## config.mk

```make
export PLATFORM = sky130hd
export DESIGN_NAME = weekly_alarm_earliest_finder_flat
export DESIGN_NICKNAME = d
export VERILOG_FILES = /design/src/rtl/waef_pkg.sv /design/src/rtl/waef_req_if.sv /design/src/rtl/waef_rsp_if.sv /design/src/rtl/weekly_alarm_earliest_finder.sv /design/src/rtl/waef_table.sv /design/src/rtl/waef_dist.sv /design/src/flat_wrapper.sv
export SDC_FILE = /design/constraint.sdc
export NUM_CORES = 1
export LEC_CHECK = 0
export BUFFER_PORTS_ARGS = -buffer_cell sky130_fd_sc_hd__buf_2
export CAP_MARGIN = 30
export CORE_MARGIN = 2
export CORE_UTILIZATION = 28
export DETAILED_ROUTE_END_ITERATION = 10
export GPL_TIMING_DRIVEN = 0
export PLACE_DENSITY = 0.49
export SLEW_MARGIN = 15
export SYNTH_ARGS = -nofsm -noshare
export SYNTH_HDL_FRONTEND = slang
export SYNTH_SLANG_ARGS = --single-unit
```

## constraint.sdc

```tcl
create_clock -name clk -period 15.2 [get_ports clk]
set_input_delay 3.04 -clock clk [delete_from_list [all_inputs] [get_ports clk]]
set_output_delay 3.04 -clock clk [all_outputs]
set_load 0.01 [all_outputs]
```

## src/rtl/waef_pkg.sv

```systemverilog
// ----------------------------------------------------------------------------
// waef_pkg
// Shared types and constants of the weekly alarm earliest finder.
// ----------------------------------------------------------------------------
package waef_pkg;

	localparam int TABLE_DEPTH = 16;
	localparam int IDX_W = (TABLE_DEPTH > 1) ? $clog2(TABLE_DEPTH) : 1;

	localparam logic [16:0] SEC_PER_DAY  = 17'd86400;
	localparam logic [11:0] SEC_PER_HOUR = 12'd3600;
	localparam logic [5:0]  SEC_PER_MIN  = 6'd60;
	localparam logic [19:0] SEC_PER_WEEK = 20'd604800;

	localparam int DIST_W = 22;

	typedef enum logic {
		OP_WRITE = 1'b0,
		OP_QUERY = 1'b1
	} op_t;

	typedef enum logic {
		ST_IDLE,
		ST_SCAN
	} state_t;

	typedef struct packed {
		logic        operation;
		logic [3:0]  entry_index;
		logic        entry_valid;
		logic [6:0]  day_mask;
		logic        count_mode;
		logic [16:0] second_mark;
		logic [2:0]  weekday;
		logic [4:0]  hour;
		logic [5:0]  minute;
		logic [5:0]  second;
	} req_t;

	typedef struct packed {
		logic        found;
		logic [3:0]  alarm_index;
		logic [19:0] seconds_until;
	} rsp_t;

	typedef struct packed {
		logic        valid;
		logic [6:0]  day_mask;
		logic        count_mode;
		logic [16:0] second_mark;
	} entry_t;

	typedef struct packed {
		logic             en;
		logic [IDX_W-1:0] addr;
		entry_t           data;
	} wr_t;

	// seconds at the start of day offset d
	function automatic logic [19:0] day_offset_sec(input logic [2:0] d);
		logic [19:0] r;
		r = 20'(d) * 20'(SEC_PER_DAY);
		return r;
	endfunction

endpackage

```

## src/rtl/waef_req_if.sv

```systemverilog
// ----------------------------------------------------------------------------
// waef_req_if
// Request channel: valid/ready handshake carrying one request item.
// ----------------------------------------------------------------------------
interface waef_req_if;
	import waef_pkg::*;

	logic valid;
	logic ready;
	req_t payload;

	modport source (output valid, output payload, input ready);
	modport sink (input valid, input payload, output ready);

endinterface

```

## src/rtl/waef_rsp_if.sv

```systemverilog
// ----------------------------------------------------------------------------
// waef_rsp_if
// Response channel: valid/ready handshake carrying one result item.
// ----------------------------------------------------------------------------
interface waef_rsp_if;
	import waef_pkg::*;

	logic valid;
	logic ready;
	rsp_t payload;

	modport source (output valid, output payload, input ready);
	modport sink (input valid, input payload, output ready);

endinterface

```

## src/rtl/weekly_alarm_earliest_finder.sv

```systemverilog
// ----------------------------------------------------------------------------
// weekly_alarm_earliest_finder
// Write item: result valid the cycle after accept; writes can follow every cycle while
// the response is not stalled. Query item: the shared distance unit checks one slot per
// cycle, the slots up to and including the first invalid one, or all of them (1 to 16).
// The result is registered as the scan ends; ready is low during a scan.
// Reset clears all slot valid bits at once; no clearing pass.
// ----------------------------------------------------------------------------
module weekly_alarm_earliest_finder (
	input  logic            clk,
	input  logic            arst_n,
	waef_req_if.sink        req,
	waef_rsp_if.source      rsp
);
	import waef_pkg::*;

	state_t           state_q, state_d;
	logic [IDX_W-1:0] idx_q, idx_d;
	logic [16:0]      now_q, now_d;
	logic [2:0]       today_q, today_d;
	logic             best_found_q, best_found_d;
	logic [IDX_W-1:0] best_idx_q, best_idx_d;
	logic [19:0]      best_dist_q, best_dist_d;
	logic             rsp_valid_q, rsp_valid_d;
	rsp_t             rsp_q, rsp_d;

	wr_t              wr;
	entry_t           entry;
	logic [19:0]      distance;
	logic             accept;
	logic             out_free;
	logic             consider;

	waef_table u_table (
		.clk     (clk),
		.arst_n  (arst_n),
		.wr      (wr),
		.rd_addr (idx_q),
		.rd_data (entry)
	);

	waef_dist u_dist (
		.day_mask    (entry.day_mask),
		.second_mark (entry.second_mark),
		.today       (today_q),
		.now         (now_q),
		.distance    (distance)
	);

	assign out_free    = !rsp_valid_q || rsp.ready;
	assign req.ready   = (state_q == ST_IDLE) && out_free;
	assign accept      = req.valid && req.ready;
	assign rsp.valid   = rsp_valid_q;
	assign rsp.payload = rsp_q;

	always_comb begin
		state_d      = state_q;
		idx_d        = idx_q;
		now_d        = now_q;
		today_d      = today_q;
		best_found_d = best_found_q;
		best_idx_d   = best_idx_q;
		best_dist_d  = best_dist_q;
		rsp_valid_d  = rsp_valid_q && !rsp.ready;
		rsp_d        = rsp_q;
		consider     = 1'b0;

		wr.en        = 1'b0;
		wr.addr      = req.payload.entry_index[IDX_W-1:0];
		wr.data.valid       = req.payload.entry_valid;
		wr.data.day_mask    = req.payload.day_mask;
		wr.data.count_mode  = req.payload.count_mode;
		wr.data.second_mark = req.payload.second_mark;

		case (state_q)
			ST_IDLE: begin
				if (accept) begin
					if (req.payload.operation == OP_WRITE) begin
						wr.en       = 32'(req.payload.entry_index) < TABLE_DEPTH;
						rsp_valid_d = 1'b1;
						rsp_d       = '0;
					end else begin
						now_d = 17'(req.payload.hour) * 17'(SEC_PER_HOUR)
						      + 17'(req.payload.minute) * 17'(SEC_PER_MIN)
						      + 17'(req.payload.second);
						today_d      = (req.payload.weekday == 3'd7) ? 3'd0
						             : req.payload.weekday;
						idx_d        = '0;
						best_found_d = 1'b0;
						best_idx_d   = '0;
						best_dist_d  = '0;
						state_d      = ST_SCAN;
					end
				end
			end
			ST_SCAN: begin
				if (!entry.valid) begin
					state_d = ST_IDLE;
				end else begin
					consider = !entry.count_mode && (entry.day_mask != 7'd0);
					if (consider && (!best_found_q || distance < best_dist_q)) begin
						best_found_d = 1'b1;
						best_idx_d   = idx_q;
						best_dist_d  = distance;
					end
					if (32'(idx_q) == TABLE_DEPTH - 1) begin
						state_d = ST_IDLE;
					end else begin
						idx_d = idx_q + 1'b1;
					end
				end
				if (state_d == ST_IDLE) begin
					rsp_valid_d         = 1'b1;
					rsp_d.found         = best_found_d;
					rsp_d.alarm_index   = 4'(best_idx_d);
					rsp_d.seconds_until = best_dist_d;
				end
			end
			default: begin
				state_d = ST_IDLE;
			end
		endcase
	end

	always_ff @(posedge clk or negedge arst_n) begin
		if (!arst_n) begin
			state_q      <= ST_IDLE;
			rsp_valid_q  <= 1'b0;
			idx_q        <= '0;
			best_found_q <= 1'b0;
		end else begin
			state_q      <= state_d;
			rsp_valid_q  <= rsp_valid_d;
			idx_q        <= idx_d;
			best_found_q <= best_found_d;
		end
	end

	always_ff @(posedge clk) begin
		now_q       <= now_d;
		today_q     <= today_d;
		best_idx_q  <= best_idx_d;
		best_dist_q <= best_dist_d;
		rsp_q       <= rsp_d;
	end

endmodule

```

## src/rtl/waef_table.sv

```systemverilog
// ----------------------------------------------------------------------------
// waef_table
// Alarm entry storage: one write port, one read port at the scan index.
// Valid bits clear on reset; the other fields hold whatever was written.
// ----------------------------------------------------------------------------
module waef_table (
	input  logic                   clk,
	input  logic                   arst_n,
	input  waef_pkg::wr_t          wr,
	input  logic [waef_pkg::IDX_W-1:0] rd_addr,
	output waef_pkg::entry_t       rd_data
);
	import waef_pkg::*;

	logic [TABLE_DEPTH-1:0] valid_q;
	logic [6:0]             mask_q [TABLE_DEPTH];
	logic                   count_q [TABLE_DEPTH];
	logic [16:0]            mark_q [TABLE_DEPTH];

	always_ff @(posedge clk or negedge arst_n) begin
		if (!arst_n) begin
			valid_q <= '0;
		end else if (wr.en) begin
			valid_q[wr.addr] <= wr.data.valid;
		end
	end

	always_ff @(posedge clk) begin
		if (wr.en) begin
			mask_q[wr.addr]  <= wr.data.day_mask;
			count_q[wr.addr] <= wr.data.count_mode;
			mark_q[wr.addr]  <= wr.data.second_mark;
		end
	end

	always_comb begin
		rd_data.valid       = valid_q[rd_addr];
		rd_data.day_mask    = mask_q[rd_addr];
		rd_data.count_mode  = count_q[rd_addr];
		rd_data.second_mark = mark_q[rd_addr];
	end

endmodule

```

## src/rtl/waef_dist.sv

```systemverilog
// ----------------------------------------------------------------------------
// waef_dist
// Shared distance unit: seconds from now to an entry's next firing,
// clamped to one week.
// ----------------------------------------------------------------------------
module waef_dist (
	input  logic [6:0]  day_mask,
	input  logic [16:0] second_mark,
	input  logic [2:0]  today,
	input  logic [16:0] now,
	output logic [19:0] distance
);
	import waef_pkg::*;

	logic [7:0]        hit;
	logic [3:0]        day_sum;
	logic [2:0]        day_idx;
	logic [2:0]        sel_d;
	logic              any_hit;
	logic [DIST_W-1:0] raw;

	always_comb begin
		for (int d = 0; d < 8; d++) begin
			day_sum = 4'(today) + 4'(d);
			day_idx = (day_sum >= 4'd7) ? 3'(day_sum - 4'd7) : day_sum[2:0];
			hit[d]  = day_mask[day_idx];
		end
		hit[0] = hit[0] && (second_mark >= now);

		any_hit = 1'b0;
		sel_d   = '0;
		for (int d = 7; d >= 0; d--) begin
			if (hit[d]) begin
				any_hit = 1'b1;
				sel_d   = 3'(d);
			end
		end

		raw = DIST_W'(day_offset_sec(sel_d)) + DIST_W'(second_mark) - DIST_W'(now);

		if (!any_hit || raw[DIST_W-1]) begin
			distance = '0;
		end else if (raw > DIST_W'(SEC_PER_WEEK)) begin
			distance = SEC_PER_WEEK;
		end else begin
			distance = raw[19:0];
		end
	end

endmodule

```

## src/flat_wrapper.sv

```systemverilog
// flat-port wrapper written by rule: the top's interface ports become plain ports
module weekly_alarm_earliest_finder_flat import waef_pkg::*;
  (clk, arst_n, req_valid, req_payload, req_ready, rsp_valid, rsp_payload, rsp_ready);
  waef_req_if req_i ();
  waef_rsp_if rsp_i ();
  input  logic clk;
  input  logic arst_n;
  input wire logic [$bits(req_i.valid)-1:0] req_valid;
  input wire logic [$bits(req_i.payload)-1:0] req_payload;
  output wire logic [$bits(req_i.ready)-1:0] req_ready;
  output wire logic [$bits(rsp_i.valid)-1:0] rsp_valid;
  output wire logic [$bits(rsp_i.payload)-1:0] rsp_payload;
  input wire logic [$bits(rsp_i.ready)-1:0] rsp_ready;
  assign req_i.valid = req_valid;
  assign req_i.payload = req_payload;
  assign req_ready = req_i.ready;
  assign rsp_valid = rsp_i.valid;
  assign rsp_payload = rsp_i.payload;
  assign rsp_i.ready = rsp_ready;
  weekly_alarm_earliest_finder u_core (.clk(clk), .arst_n(arst_n), .req(req_i), .rsp(rsp_i));
endmodule
```

# Word level (Yosys, flattened, before mapping)
# Memories as Yosys holds them, arrays and structs flattened.
# Index checks and enable logic that the tools add are counted.
[totals] ff_bits=92 latch_bits=0 mem_bits_rw=400 romBits=0 output_inout_bits=27 wordCells=173 n_memories=3
[memory_table] name="u_core.u_table.mark_q" words=16 word_bits=17 read_ports=1 rd_ports_with_merged_regs=0 write_ports=1 line="waef_table.sv:18" source="logic [16:0] mark_q [TABLE_DEPTH];"
[memory_table] name="u_core.u_table.mask_q" words=16 word_bits=7 read_ports=1 rd_ports_with_merged_regs=0 write_ports=1 line="waef_table.sv:16" source="logic [6:0] mask_q [TABLE_DEPTH];"
[memory_table] name="u_core.u_table.count_q" words=16 word_bits=1 read_ports=1 rd_ports_with_merged_regs=0 write_ports=1 line="waef_table.sv:17" source="logic count_q [TABLE_DEPTH];"
[classes] n_addsub=20 multipliers=3 n_div=0 n_lt_le_gt_ge=22 eq_ne=8 n_shift=0 mux=84 bitwise_logic=1 reduce_logical=20
[ops] cell="20-bit two-way mux" n=6
[ops] cell="25-bit two-way mux" n=3
[ops] cell="25-bit one-hot mux with 2 select lines" n=1
[ops] cell="3-bit two-way mux" n=16
[ops] cell="20-bit one-hot mux with 2 select lines" n=1
[ops] cell="1-bit two-way mux" n=35
[ops] cell="3-bit by 4-bit less-than comparator with 1-bit output, second input constant" n=8
[ops] cell="4-bit by 3-bit greater-or-equal comparator with 1-bit output, second input constant" n=7
[ops] cell="1-bit binary-select mux with 3-bit select" n=8
[ops] cell="4-bit two-way mux" n=6
[ops] cell="3-bit subtractor, second input constant" n=8
[ops] cell="22-bit by 20-bit greater-than comparator with 1-bit output, second input constant" n=1
[ops] cell="21-bit by 17-bit subtractor with 22-bit output" n=1
[ops] cell="20-bit by 17-bit adder with 21-bit output" n=1
[ops] cell="20-bit less-than comparator" n=1
[ops] cell="17-bit by 12-bit adder with 17-bit output" n=1
[ops] cell="17-bit by 6-bit adder with 17-bit output" n=1
[ops] cell="17-bit greater-or-equal comparator" n=1
[ops] cell="3-bit by 3-bit adder with 4-bit output, second input constant" n=4
[ops] cell="16-bit bitwise mux" n=1
[ops] cell="4-bit one-hot mux with 2 select lines" n=2
[ops] cell="3-bit by 10-bit multiplier with 13-bit output, second input constant" n=1
[ops] cell="5-bit by 8-bit multiplier with 13-bit output, second input constant" n=1
[ops] cell="4-bit by 5-bit less-than comparator with 1-bit output, second input constant" n=2
[ops] cell="21 further kinds" n=41

# Logic depth before layout (Yosys ltp)
# Gate-level depths: netlist of run 1.
[logic_depth] ltp_word=26 depth_mapped=53 mapped_depth_nobuf=45

# Hierarchy
# From an unflattened synthesis of run 1, not the netlist that was laid out.
[unflattened] hier_cells=1674 hier_area_um2=25062.8
[by_module_without_submodules] module="waef_table" n_inst=1 cells_per_inst=677 area_each_um2=15959.1 seq_area_each_um2=12411.9
[by_module_without_submodules] module="weekly_alarm_earliest_finder" n_inst=1 cells_per_inst=446 area_each_um2=5036.1 seq_area_each_um2=2247.2
[by_module_without_submodules] module="waef_dist" n_inst=1 cells_per_inst=551 area_each_um2=4067.7 seq_area_each_um2=0.0

# Worst setup path after synthesis of run 1
# OpenSTA, ideal clock, no wires.
[synth_timing] path_kind="register to register" from="register u_core.idx_q[0]" to="register u_core.best_dist_q[12], data pin" t_arrival_ns=10.781 required_time_ns=14.923 setup_slack_ns=4.142 path_stages_with_launch=50 n_path_buf=10 synth_period_minus_slack_ns=11.058 path_cell_list="dfrtp_1 -> buf_6 -> buf_12 -> buf_6 -> buf_1 -> buf_1 -> buf_1 -> mux4_2 -> a22oi_1 -> nand2_1 -> ha_1 -> a21o_1 -> a21oi_1 -> nor2b_1 -> o311ai_0 -> a31o_2 -> a22oi_1 -> or4_4 -> [... 14 more ...] -> a2111o_1 -> a31o_1 -> buf_6 -> clkbuf_1 -> nor2_1 -> ha_1 -> a21o_1 -> a21o_1 -> a21oi_1 -> o21ai_0 -> nand2_1 -> o211ai_1 -> a21oi_1 -> and3_1 -> o211ai_4 -> nand2_4 -> buf_6 -> mux2i_1"
[synth_via] elab_chain_cells=23 elab_cells_between_ends=56 cone_classes="add/sub (2); mul (1); order compare (3); mux (39); reduce/logical (8); memory (3)"
[synth_rtl] item="start, declared" line="weekly_alarm_earliest_finder.sv:18" source="logic [IDX_W-1:0] idx_q, idx_d;"
[synth_rtl] item="start signal, assigned" line="weekly_alarm_earliest_finder.sv:134" source="idx_q <= idx_d;"
[synth_rtl] item="memory read 16 x 7 bit"
[synth_rtl] item="1-bit binary-select mux with 3-bit select" line="waef_dist.sv:26" source="hit[d] = day_mask[day_idx];"
[synth_rtl] item="1-bit two-way mux (not written as such)" line="waef_dist.sv:26"
[synth_rtl] item="3-bit two-way mux (8 in series)" line="waef_dist.sv:33" source="if (hit[d]) begin"
[synth_rtl] item="3-bit by 10-bit multiplier with 13-bit output" line="waef_pkg.sv:62" source="r = 20'(d) * 20'(SEC_PER_DAY);"
[synth_rtl] item="20-bit by 17-bit adder with 21-bit output" line="waef_dist.sv:39" source="raw = DIST_W'(day_offset_sec(sel_d)) + DIST_W'(second_mark) - DIST_W'(now);"
[synth_rtl] item="21-bit by 17-bit subtractor with 22-bit output" line="waef_dist.sv:39"
[synth_rtl] item="22-bit by 20-bit greater-than comparator with 1-bit output" line="waef_dist.sv:43" source="end else if (raw > DIST_W'(SEC_PER_WEEK)) begin"
[synth_rtl] item="20-bit two-way mux" line="waef_dist.sv:43"
[synth_rtl] item="20-bit two-way mux" line="waef_dist.sv:41" source="if (!any_hit || raw[DIST_W-1]) begin"
[synth_rtl] item="20-bit less-than comparator" line="weekly_alarm_earliest_finder.sv:101" source="if (consider && (!best_found_q || distance < best_dist_q)) begin"
[synth_rtl] item="1-bit logical OR" line="weekly_alarm_earliest_finder.sv:101"
[synth_rtl] item="1-bit logical AND" line="weekly_alarm_earliest_finder.sv:101"
[synth_rtl] item="20-bit two-way mux" line="weekly_alarm_earliest_finder.sv:101"
[synth_rtl] item="20-bit two-way mux *" line="weekly_alarm_earliest_finder.sv:97" source="if (!entry.valid) begin"
[synth_rtl] item="20-bit one-hot mux with 2 select lines *" line="weekly_alarm_earliest_finder.sv:75" source="case (state_q)"
[synth_rtl] item="end signal, assigned" line="weekly_alarm_earliest_finder.sv:143" source="best_dist_q <= best_dist_d;"
[synth_rtl] item="end, declared" line="weekly_alarm_earliest_finder.sv:23" source="logic [19:0] best_dist_q, best_dist_d;"
# Mark *: on every way between the ends. The rest lies on a longest branch, timed or not. The select of a mux whose other input is x is not followed.
# A chain may end at the register's enable or synchronous reset.

# Worst setup path in the final report of run 1
[layout_timing] from="register u_core.idx_q[1]" to="register u_core.rsp_q, in the netlist u_core.rsp.payload[7], data pin"
[layout_via] elab_chain_cells=24 elab_cells_between_ends=57 cone_classes="add/sub (2); mul (1); order compare (3); mux (40); reduce/logical (8); memory (3)"
[layout_rtl] item="memory read 16 x 7 bit"
[layout_rtl] item="1-bit binary-select mux with 3-bit select" line="waef_dist.sv:26"
[layout_rtl] item="1-bit two-way mux (not written as such)" line="waef_dist.sv:26"
[layout_rtl] item="3-bit two-way mux (8 in series)" line="waef_dist.sv:33"
[layout_rtl] item="3-bit by 10-bit multiplier with 13-bit output" line="waef_pkg.sv:62"
[layout_rtl] item="20-bit by 17-bit adder with 21-bit output" line="waef_dist.sv:39"
[layout_rtl] item="21-bit by 17-bit subtractor with 22-bit output" line="waef_dist.sv:39"
[layout_rtl] item="22-bit by 20-bit greater-than comparator with 1-bit output" line="waef_dist.sv:43"
[layout_rtl] item="20-bit two-way mux" line="waef_dist.sv:43"
[layout_rtl] item="20-bit two-way mux" line="waef_dist.sv:41"
[layout_rtl] item="20-bit less-than comparator" line="weekly_alarm_earliest_finder.sv:101"
[layout_rtl] item="1-bit logical OR" line="weekly_alarm_earliest_finder.sv:101"
[layout_rtl] item="1-bit logical AND" line="weekly_alarm_earliest_finder.sv:101"
[layout_rtl] item="20-bit two-way mux" line="weekly_alarm_earliest_finder.sv:101"
[layout_rtl] item="20-bit two-way mux *" line="weekly_alarm_earliest_finder.sv:97"
[layout_rtl] item="25-bit two-way mux *" line="weekly_alarm_earliest_finder.sv:112" source="if (state_d == ST_IDLE) begin"
[layout_rtl] item="25-bit one-hot mux with 2 select lines *" line="weekly_alarm_earliest_finder.sv:75"
[layout_rtl] item="end signal, assigned" line="weekly_alarm_earliest_finder.sv:144" source="rsp_q <= rsp_d;"
[layout_rtl] item="end, declared" line="weekly_alarm_earliest_finder.sv:25" source="rsp_t rsp_q, rsp_d;"
# Marked as above.

==> summary.md, run 1 <==
| Metric | Value |
|---|---|
| Relative slew slack | `29.6%` |
| Yosys top cell area share | `57.3%` |
| Setup slack, reg-to-reg | `1.65 ns` |
| Critical path launch point | `u_core.idx_q[1]$_DFFE_PN0P_` |
| Critical Path End | `u_core.rsp.payload[7]$_SDFFCE_PN0P_` |
| Post-CTS Setup Inserts | `0` |
| Mapped Cells | `1698` |
| Share of cells above drive strength 1 | `17.0%` |
| EDFF count, synth | `469` |
| CTS Hold Bufs | `0` |
| TNS Setup | `0 ns` |
| Clk Latency, worst-skew pair | `0.62 ns` |
| Gpl congestion | `0.821` |
| Worst slew pin tran | `1.06 ns` |
| Crit-path max FO | `10` |
| Critical Path Slowest Stage Cell | `clkbuf_1` |
| Initial core utilization | `28.3%` |
| Critical Path RT | `15.61 ns` |
| Vias per Instance | `4.93` |
| Synth Flop Type | `edfxtp_1` |
| Max Fclk | `73.8 MHz` |
| Most frequent CP cell | `ha_1` |
| Resized cells post-CTS | `0` |
| Setup Viol. Count Final | `0` |
| Clock Sinks | `492` |
| Met1 Track Usage GR | `20.8%` |
| CTS root buf | `clkbuf_16` |
| Sequential cell area fraction in the yosys report | `59.7%` |
| Routed WL per cell | `21.5 um` |
| Total track usage | `14.5%` |
| HP Class | `reg -> reg` |
| Busiest grt layer | `met2` |
| Arr. time, crit path | `13.96 ns` |
| Pins Over Slew Limit | `0` |
| Grt ovf | `0` |
| Part of the cycle the worst path needs | `89.2%` |
| Nets | `2080` |
| Initial antenna violation count | `4` |
| Power density cells | `156 nW/um2` |
| DRC viols | `0` |
| Leak pwr | `10.2 nW` |
| Max H-tree Level | `2` |
| RR Startpoint | `u_core.idx_q[1]$_DFFE_PN0P_` |
| Tmin final | `13.55 ns` |
| First-pass GRT wire length | `98000 um` |
| Synth Register Bits | `492` |
| I/O Pins | `82` |
| Non-filler instance count after layout | `3066` |
| Top-count cell post-synth | `edfxtp_1` |
| DIE WIDTH | `300 um` |
| Netlist Area Pre-Place | `24600 um2` |
| Area growth, synth to finish | `17.1%` |
| Num CTS Buffers | `50` |
| Status | `finished, final reports clean` |
| Die area | `90100 um2` |
| CTS tree | `done` |
| Max clock buf depth | `3` |
| Max-cap violations | `0` |
| Core area | `86900 um2` |
| Skew final | `0.0293 ns` |
| Die H | `300 um` |
| Crit-path max cell delay | `0.68 ns` |
| Async SR Flop Fraction | `4.67%` |
| I/O Buffers | `81` |
| Synth warn | `0` |
| Yosys top cell by area | `edfxtp_1` |
| Avg Cell Area, Syn | `14.5 um2` |
| Synth cell types | `82` |
| R2r worst-path depth | `50` |
| DRT antenna net count | `0` |
| Final hold violations | `0` |
| Reg clk slew, reported paths | `0.06 ns` |
| Vias | `15100` |
| Top cells by count, synth | `edfxtp_1 (469), ha_1 (125), inv_1 (119), mux2i_1 (111), nand2_1 (82)` |
| M3 GR Usage | `2.08%` |
| Initial detailed-routing violation count | `1268` |
| Pin count of the biggest net entering global routing | `24` |
| Synthesized Nets | `1908` |
| WS Path Type | `reg -> reg` |
| Crit Reg-Reg Endpoint | `u_core.rsp.payload[7]$_SDFFCE_PN0P_` |
| DP Wirelength | `47400 um` |
| Worst vdd rail ir drop | `0.115 mV` |
| Worst setup SP type | `register` |
| First drt pass iteration count | `5` |
| Top cells by area, synth | `edfxtp_1 (57%), ha_1 (6.4%), mux4_2 (5.5%)` |
| Met2 Use GR | `23.3%` |
| Endpoint class of the critical path | `register` |
| Post-Place Cells | `2973` |
| FILL cells | `8401` |
| RSZ-0062 raised after global routing | `false` |
| FP Rows | `108` |
| Vias in the first global route | `15400` |
| Final Routed Wirelength | `65900 um` |
[sequential cells by signal, indices dropped and copies added (netlist names)]
name,flops
u_core.u_table.mark_q,272
u_core.u_table.mask_q,112
u_core.rsp.payload,25
u_core.best_dist_q,20
u_core.now_q,17
u_core.u_table.count_q,16
u_core.u_table.valid_q,16
u_core.best_idx_q,4
u_core.idx_q,4
u_core.today_q,3
u_core.best_found_q,1
u_core.rsp.valid,1
u_core.state_q,1
[cell usage in the layout, fill, tap and decap left out, types with 48 or more instances in the layout]
cell type,instances
inv_1,119
clkbuf_1,48
nand2_1,82
a21oi_1,60
buf_2,88
mux2i_1,111
ha_1,125
nor2_1,61
edfxtp_1,469
clkbuf_16,50
mux4_2,60
[cell families (layout without fill, tap and decap cells)]
group,after synthesis,count (layout),synth area share (%)
and+or+nand+nor,291,291,5.71
adders and majority gates,155,155,8.81
AOI/OAI and AO/OA,325,325,9.56
buffers and inverters,187,398,3.11
xor gates and xnor gates,50,50,1.78
DFF,492,492,59.7
muxes,198,198,11.4
other,0,2,0
[worst max-delay path: cells and delay by family, from the launching register on]
kind	cells	cell delay (ns)
AOI/OAI and AO/OA	19	4.04
buffers and inverters	12	3.66
and+or+nand+nor	11	2.90
adders and majority gates	6	1.87
DFF	1	0.35
muxes	1	0.31
xor gates and xnor gates	1	0.17
[per-stage QoR]
stage	total power, W	utilization, %	hold slack, ns	area (um2)	setup WS [ns]
global route	0.00479	33.1	0.523	28800	0.657
detailed placement	0.00331	31.3	0.493	27200	1.53
finish	0.00450	33.1	0.506	28800	1.65
CTS	0.00454	33.1	0.509	28800	1.51
floorplan	0.00285	-	0.472	24600	4.14
global placement	0.00326	30.4	0.485	26400	1.19
[report_power, final]
group	switching (W)	internal (W)	total (W)
Clock	0.000534	0.000691	0.00122
Combinational	0.00102	0.000682	0.00170
Sequential	0.0000211	0.00155	0.00157
Total	0.00158	0.00293	0.00450
[worst min-delay path by stage]
stage | start | slack, ns | cells after the start | to
2_1_floorplan | u_core.best_found_q$_DFFE_PN0P_ | 0.47 | 1 | u_core.best_found_q$_DFFE_PN0P_
6_report | u_core.u_table.valid_q[15]$_DFFE_PN0P_ | 0.51 | 1 | u_core.u_table.valid_q[15]$_DFFE_PN0P_
3_5_place_dp | u_core.u_table.valid_q[6]$_DFFE_PN0P_ | 0.49 | 1 | u_core.u_table.valid_q[6]$_DFFE_PN0P_
4_1_cts | u_core.u_table.valid_q[15]$_DFFE_PN0P_ | 0.51 | 1 | u_core.u_table.valid_q[15]$_DFFE_PN0P_
3_3_place_gp | u_core.rsp.valid$_DFF_PN0_ | 0.48 | 1 | u_core.rsp.valid$_DFF_PN0_
5_1_grt | u_core.u_table.valid_q[15]$_DFFE_PN0P_ | 0.52 | 1 | u_core.u_table.valid_q[15]$_DFFE_PN0P_
[area by class of cell]
| cell class | instances | area (um2) | area share (%) |
|---|---|---|---|
| sequential | 492 | 14700 | 50.9 |
| multi-input combinational | 1019 | 9260 | 32.2 |
| tap | 1155 | 1450 | 5.02 |
| clock buffer | 56 | 1270 | 4.43 |
| timing repair buffer | 120 | 1030 | 3.58 |
| inverter | 122 | 458 | 1.59 |
| clock inverter | 35 | 339 | 1.18 |
| buffer | 65 | 307 | 1.07 |
| antenna | 2 | 5.00 | 0.0174 |
[metal layers]
metal,up-vias,routed length (um)
li1,6930,-
met1,7726,31100
met2,371,30600
met3,78,3040
met4,4,1160
met5,-,31
No activity file was read; power rests on OpenSTA's default activity.
==> inputs of run 2 (changes only) <==
Settings changed: GPL_TIMING_DRIVEN 0 to default.
==> run 2 against run 1 <==
  * Sequential share of layout area up 1.1 points
  * Setup slack gained 1.7 ns
  * Clock skew up 0.026 ns
  * Global-route usage fell by 0.47 points
  * Hold slack lost 0.0026 ns
==> summary.md, run 2 (same netlist as run 1, synthesis figures left out) <==
| Metric | Value |
|---|---|
| Final Routed Wirelength | `63700 um (-3.4%)` |
| Status | `finished, final reports clean` |
| Final core occ | `32.4% (-0.69 points)` |
| Most frequent CP cell | `ha_1` |
| Reg clk slew, reported paths | `0.06 ns (about the same)` |
| Share of cells above drive strength 1 | `17.0% (-0.032 points)` |
| CTS Hold Bufs | `0 (unchanged)` |
| Critical Path Slowest Stage Cell | `dfrtp_4` |
| Endpoint class of the critical path | `register` |
| Crit-path max FO | `39 (+29)` |
| Most frequent cells in the layout | `edfxtp_1 (469), ha_1 (125), inv_1 (119)` |
| Die H | `300 um (unchanged)` |
| Register with the most flip-flops | `u_core.u_table.mark_q` |
| FP Rows | `108 (unchanged)` |
| Area growth, synth to finish | `14.6%` |
| Setup slack, reg-to-reg | `3.31 ns (+1.66 ns)` |
| Crit-path max cell delay | `0.88 ns (+0.20 ns)` |
| Routed WL per cell | `21.2 um (-1.2%)` |
| FILL cells | `8427 (+0.31%)` |
| Vias per Instance | `4.91 (-0.39%)` |
| Core area | `86900 um2 (unchanged)` |
| DIE WIDTH | `300 um (unchanged)` |
| Largest register FFs | `272 (unchanged)` |
| Num CTS Buffers | `52 (+4.0%)` |
| Clock Sinks | `492 (unchanged)` |
| Initial core utilization | `28.3% (unchanged)` |
| Clk Latency, worst-skew pair | `0.63 ns (about the same)` |
| Logic depth of the worst setup path including buffers | `40 (-20%)` |
| Worst setup SP type | `register` |
| Part of the cycle the worst path needs | `78.3% (-11 points)` |
| CTS tree | `done` |
| Vias in the first global route | `15100 (-1.5%)` |
| CTS root buf | `clkbuf_16` |
| Skew final | `0.0551 ns (+0.0259 ns)` |
| Post-CTS Setup Inserts | `0 (unchanged)` |
| Die area | `90100 um2 (unchanged)` |
| Initial antenna violation count | `7 (+3)` |
| Resized cells post-CTS | `0 (unchanged)` |
| Arr. time, crit path | `12.30 ns (-1.66 ns)` |
| Worst slew pin tran | `0.910 ns (-0.145 ns)` |
| Critical Path RT | `15.60 ns (about the same)` |
| DRC viols | `0 (unchanged)` |
| Gpl congestion | `0.825 (+0.55%)` |
| TNS Setup | `0 ns (unchanged)` |
| Vias | `14700 (-2.6%)` |
| Critical path launch point | `u_core.idx_q[1]$_DFFE_PN0P_` |
| RR Startpoint | `u_core.idx_q[1]$_DFFE_PN0P_` |
| R2r worst-path depth | `40 (-20%)` |
| Max H-tree Level | `2 (unchanged)` |
| Relative slew slack | `39.3% (+9.7 points)` |
| Max clock buf depth | `3 (unchanged)` |
| Worst vdd rail ir drop | `0.0990 mV (-14%)` |
| Max-cap violations | `0 (unchanged)` |
| Pins Over Slew Limit | `0 (unchanged)` |
| Total track usage | `14.0% (-0.47 points)` |
| I/O Pins | `82 (unchanged)` |
| Tmin final | `11.89 ns (-1.66 ns)` |
| DRT antenna net count | `0 (unchanged)` |
| Commonest non-fill, non-tap cell in the layout | `edfxtp_1` |
| Nets | `2011 (-3.3%)` |
| Power density cells | `158 nW/um2 (+1.2%)` |
| Critical Path End | `u_core.best_dist_q[6]$_SDFFCE_PN0P_` |
| HP Class | `reg -> reg` |
| Initial detailed-routing violation count | `1126 (-11%)` |
| Largest delay share family, worst path | `compound AO/OA/AOI/OAI gates` |
| Hold depth | `1 (unchanged)` |
| Buf+Inv Stages, Crit Path | `3 (-9)` |
| Final hold violations | `0 (unchanged)` |
| Pin count of the biggest net entering global routing | `97 (+300%)` |
| I/O Buffers | `81 (unchanged)` |
| First-pass GRT wire length | `95200 um (-2.9%)` |
| Setup Viol. Count Final | `0 (unchanged)` |
| First drt pass iteration count | `5 (unchanged)` |
| DP Wirelength | `40800 um (-14%)` |
| Leak pwr | `9.94 nW (-2.4%)` |
| RSZ-0062 raised after global routing | `false` |
| Grt ovf | `0 (unchanged)` |
| Max Fclk | `84.1 MHz (+14%)` |
| WS Path Type | `reg -> reg` |
| Crit Reg-Reg Endpoint | `u_core.best_dist_q[6]$_SDFFCE_PN0P_` |
run 2: cell count changes in the layout (fill, tap and decap cells not counted), moves of 3 or more:
cell | previous run | this run
buf_1 | 9 | 0
buf_12 | 5 | 1
buf_16 | 12 | 1
buf_2 | 88 | 81
buf_4 | 18 | 28
buf_6 | 7 | 0
clkbuf_1 | 48 | 9
clkinv_1 | 20 | 16
clkinv_2 | 7 | 10
run 2: worst min path at each step:
| stage | start | slack (ns) | to |
|---|---|---|---|
| floorplan | u_core.best_found_q$_DFFE_PN0P_ | 0.47 | u_core.best_found_q$_DFFE_PN0P_ |
| global placement | u_core.u_table.valid_q[0]$_DFFE_PN0P_ | 0.48 | u_core.u_table.valid_q[0]$_DFFE_PN0P_ |
| detailed placement | u_core.u_table.valid_q[10]$_DFFE_PN0P_ | 0.49 | u_core.u_table.valid_q[10]$_DFFE_PN0P_ |
| CTS | u_core.u_table.valid_q[10]$_DFFE_PN0P_ | 0.51 | u_core.u_table.valid_q[10]$_DFFE_PN0P_ |
| global route | u_core.u_table.valid_q[10]$_DFFE_PN0P_ | 0.51 | u_core.u_table.valid_q[10]$_DFFE_PN0P_ |
| finish | u_core.u_table.valid_q[10]$_DFFE_PN0P_ | 0.50 | u_core.u_table.valid_q[10]$_DFFE_PN0P_ |
run 2: layout make-up:
cell class,count,area (um2),share of cell area [%]
Multi-Input combinational cell,1019,9260,32.9
Timing Repair Buffer,114,698,2.48
Inverter,122,458,1.63
Sequential cell,492,14700,52.1
Tap cell,1155,1450,5.13
Antenna cell,1,2.50,0.00888
Clock buffer,61,1340,4.74
Clock inverter,34,305,1.08
run 2: metal layers:
metal / share of wire [%] / track usage [%]
met5: 0.093 / 0
met4: 1.7 / 3.46
met3: 4.7 / 2.36
met2: 46 / 22.4
met1: 47 / 19.8
run 2: power by group:
part / total (W) / leakage, nW / switching (W) / internal (W)
combinational: 0.00164 / 4.57 / 0.000983 / 0.000659
clock: 0.00122 / 0.799 / 0.000541 / 0.000684
sequential: 0.00159 / 4.57 / 0.0000397 / 0.00155
run 2: metrics by stage:
step	hold slack, ns	std cells	total power, W	setup slack (ns)	cell area (um2)
final	0.503	2998	0.00446	3.31	28200
after global routing	0.511	2997	0.00475	2.41	28200
after CTS	0.505	2995	0.00450	3.37	28100
after detailed placement	0.492	2900	0.00326	3.44	26500
after global placement	0.484	2897	0.00323	3.73	26500
after floorplan	0.472	1698	0.00285	4.14	24600
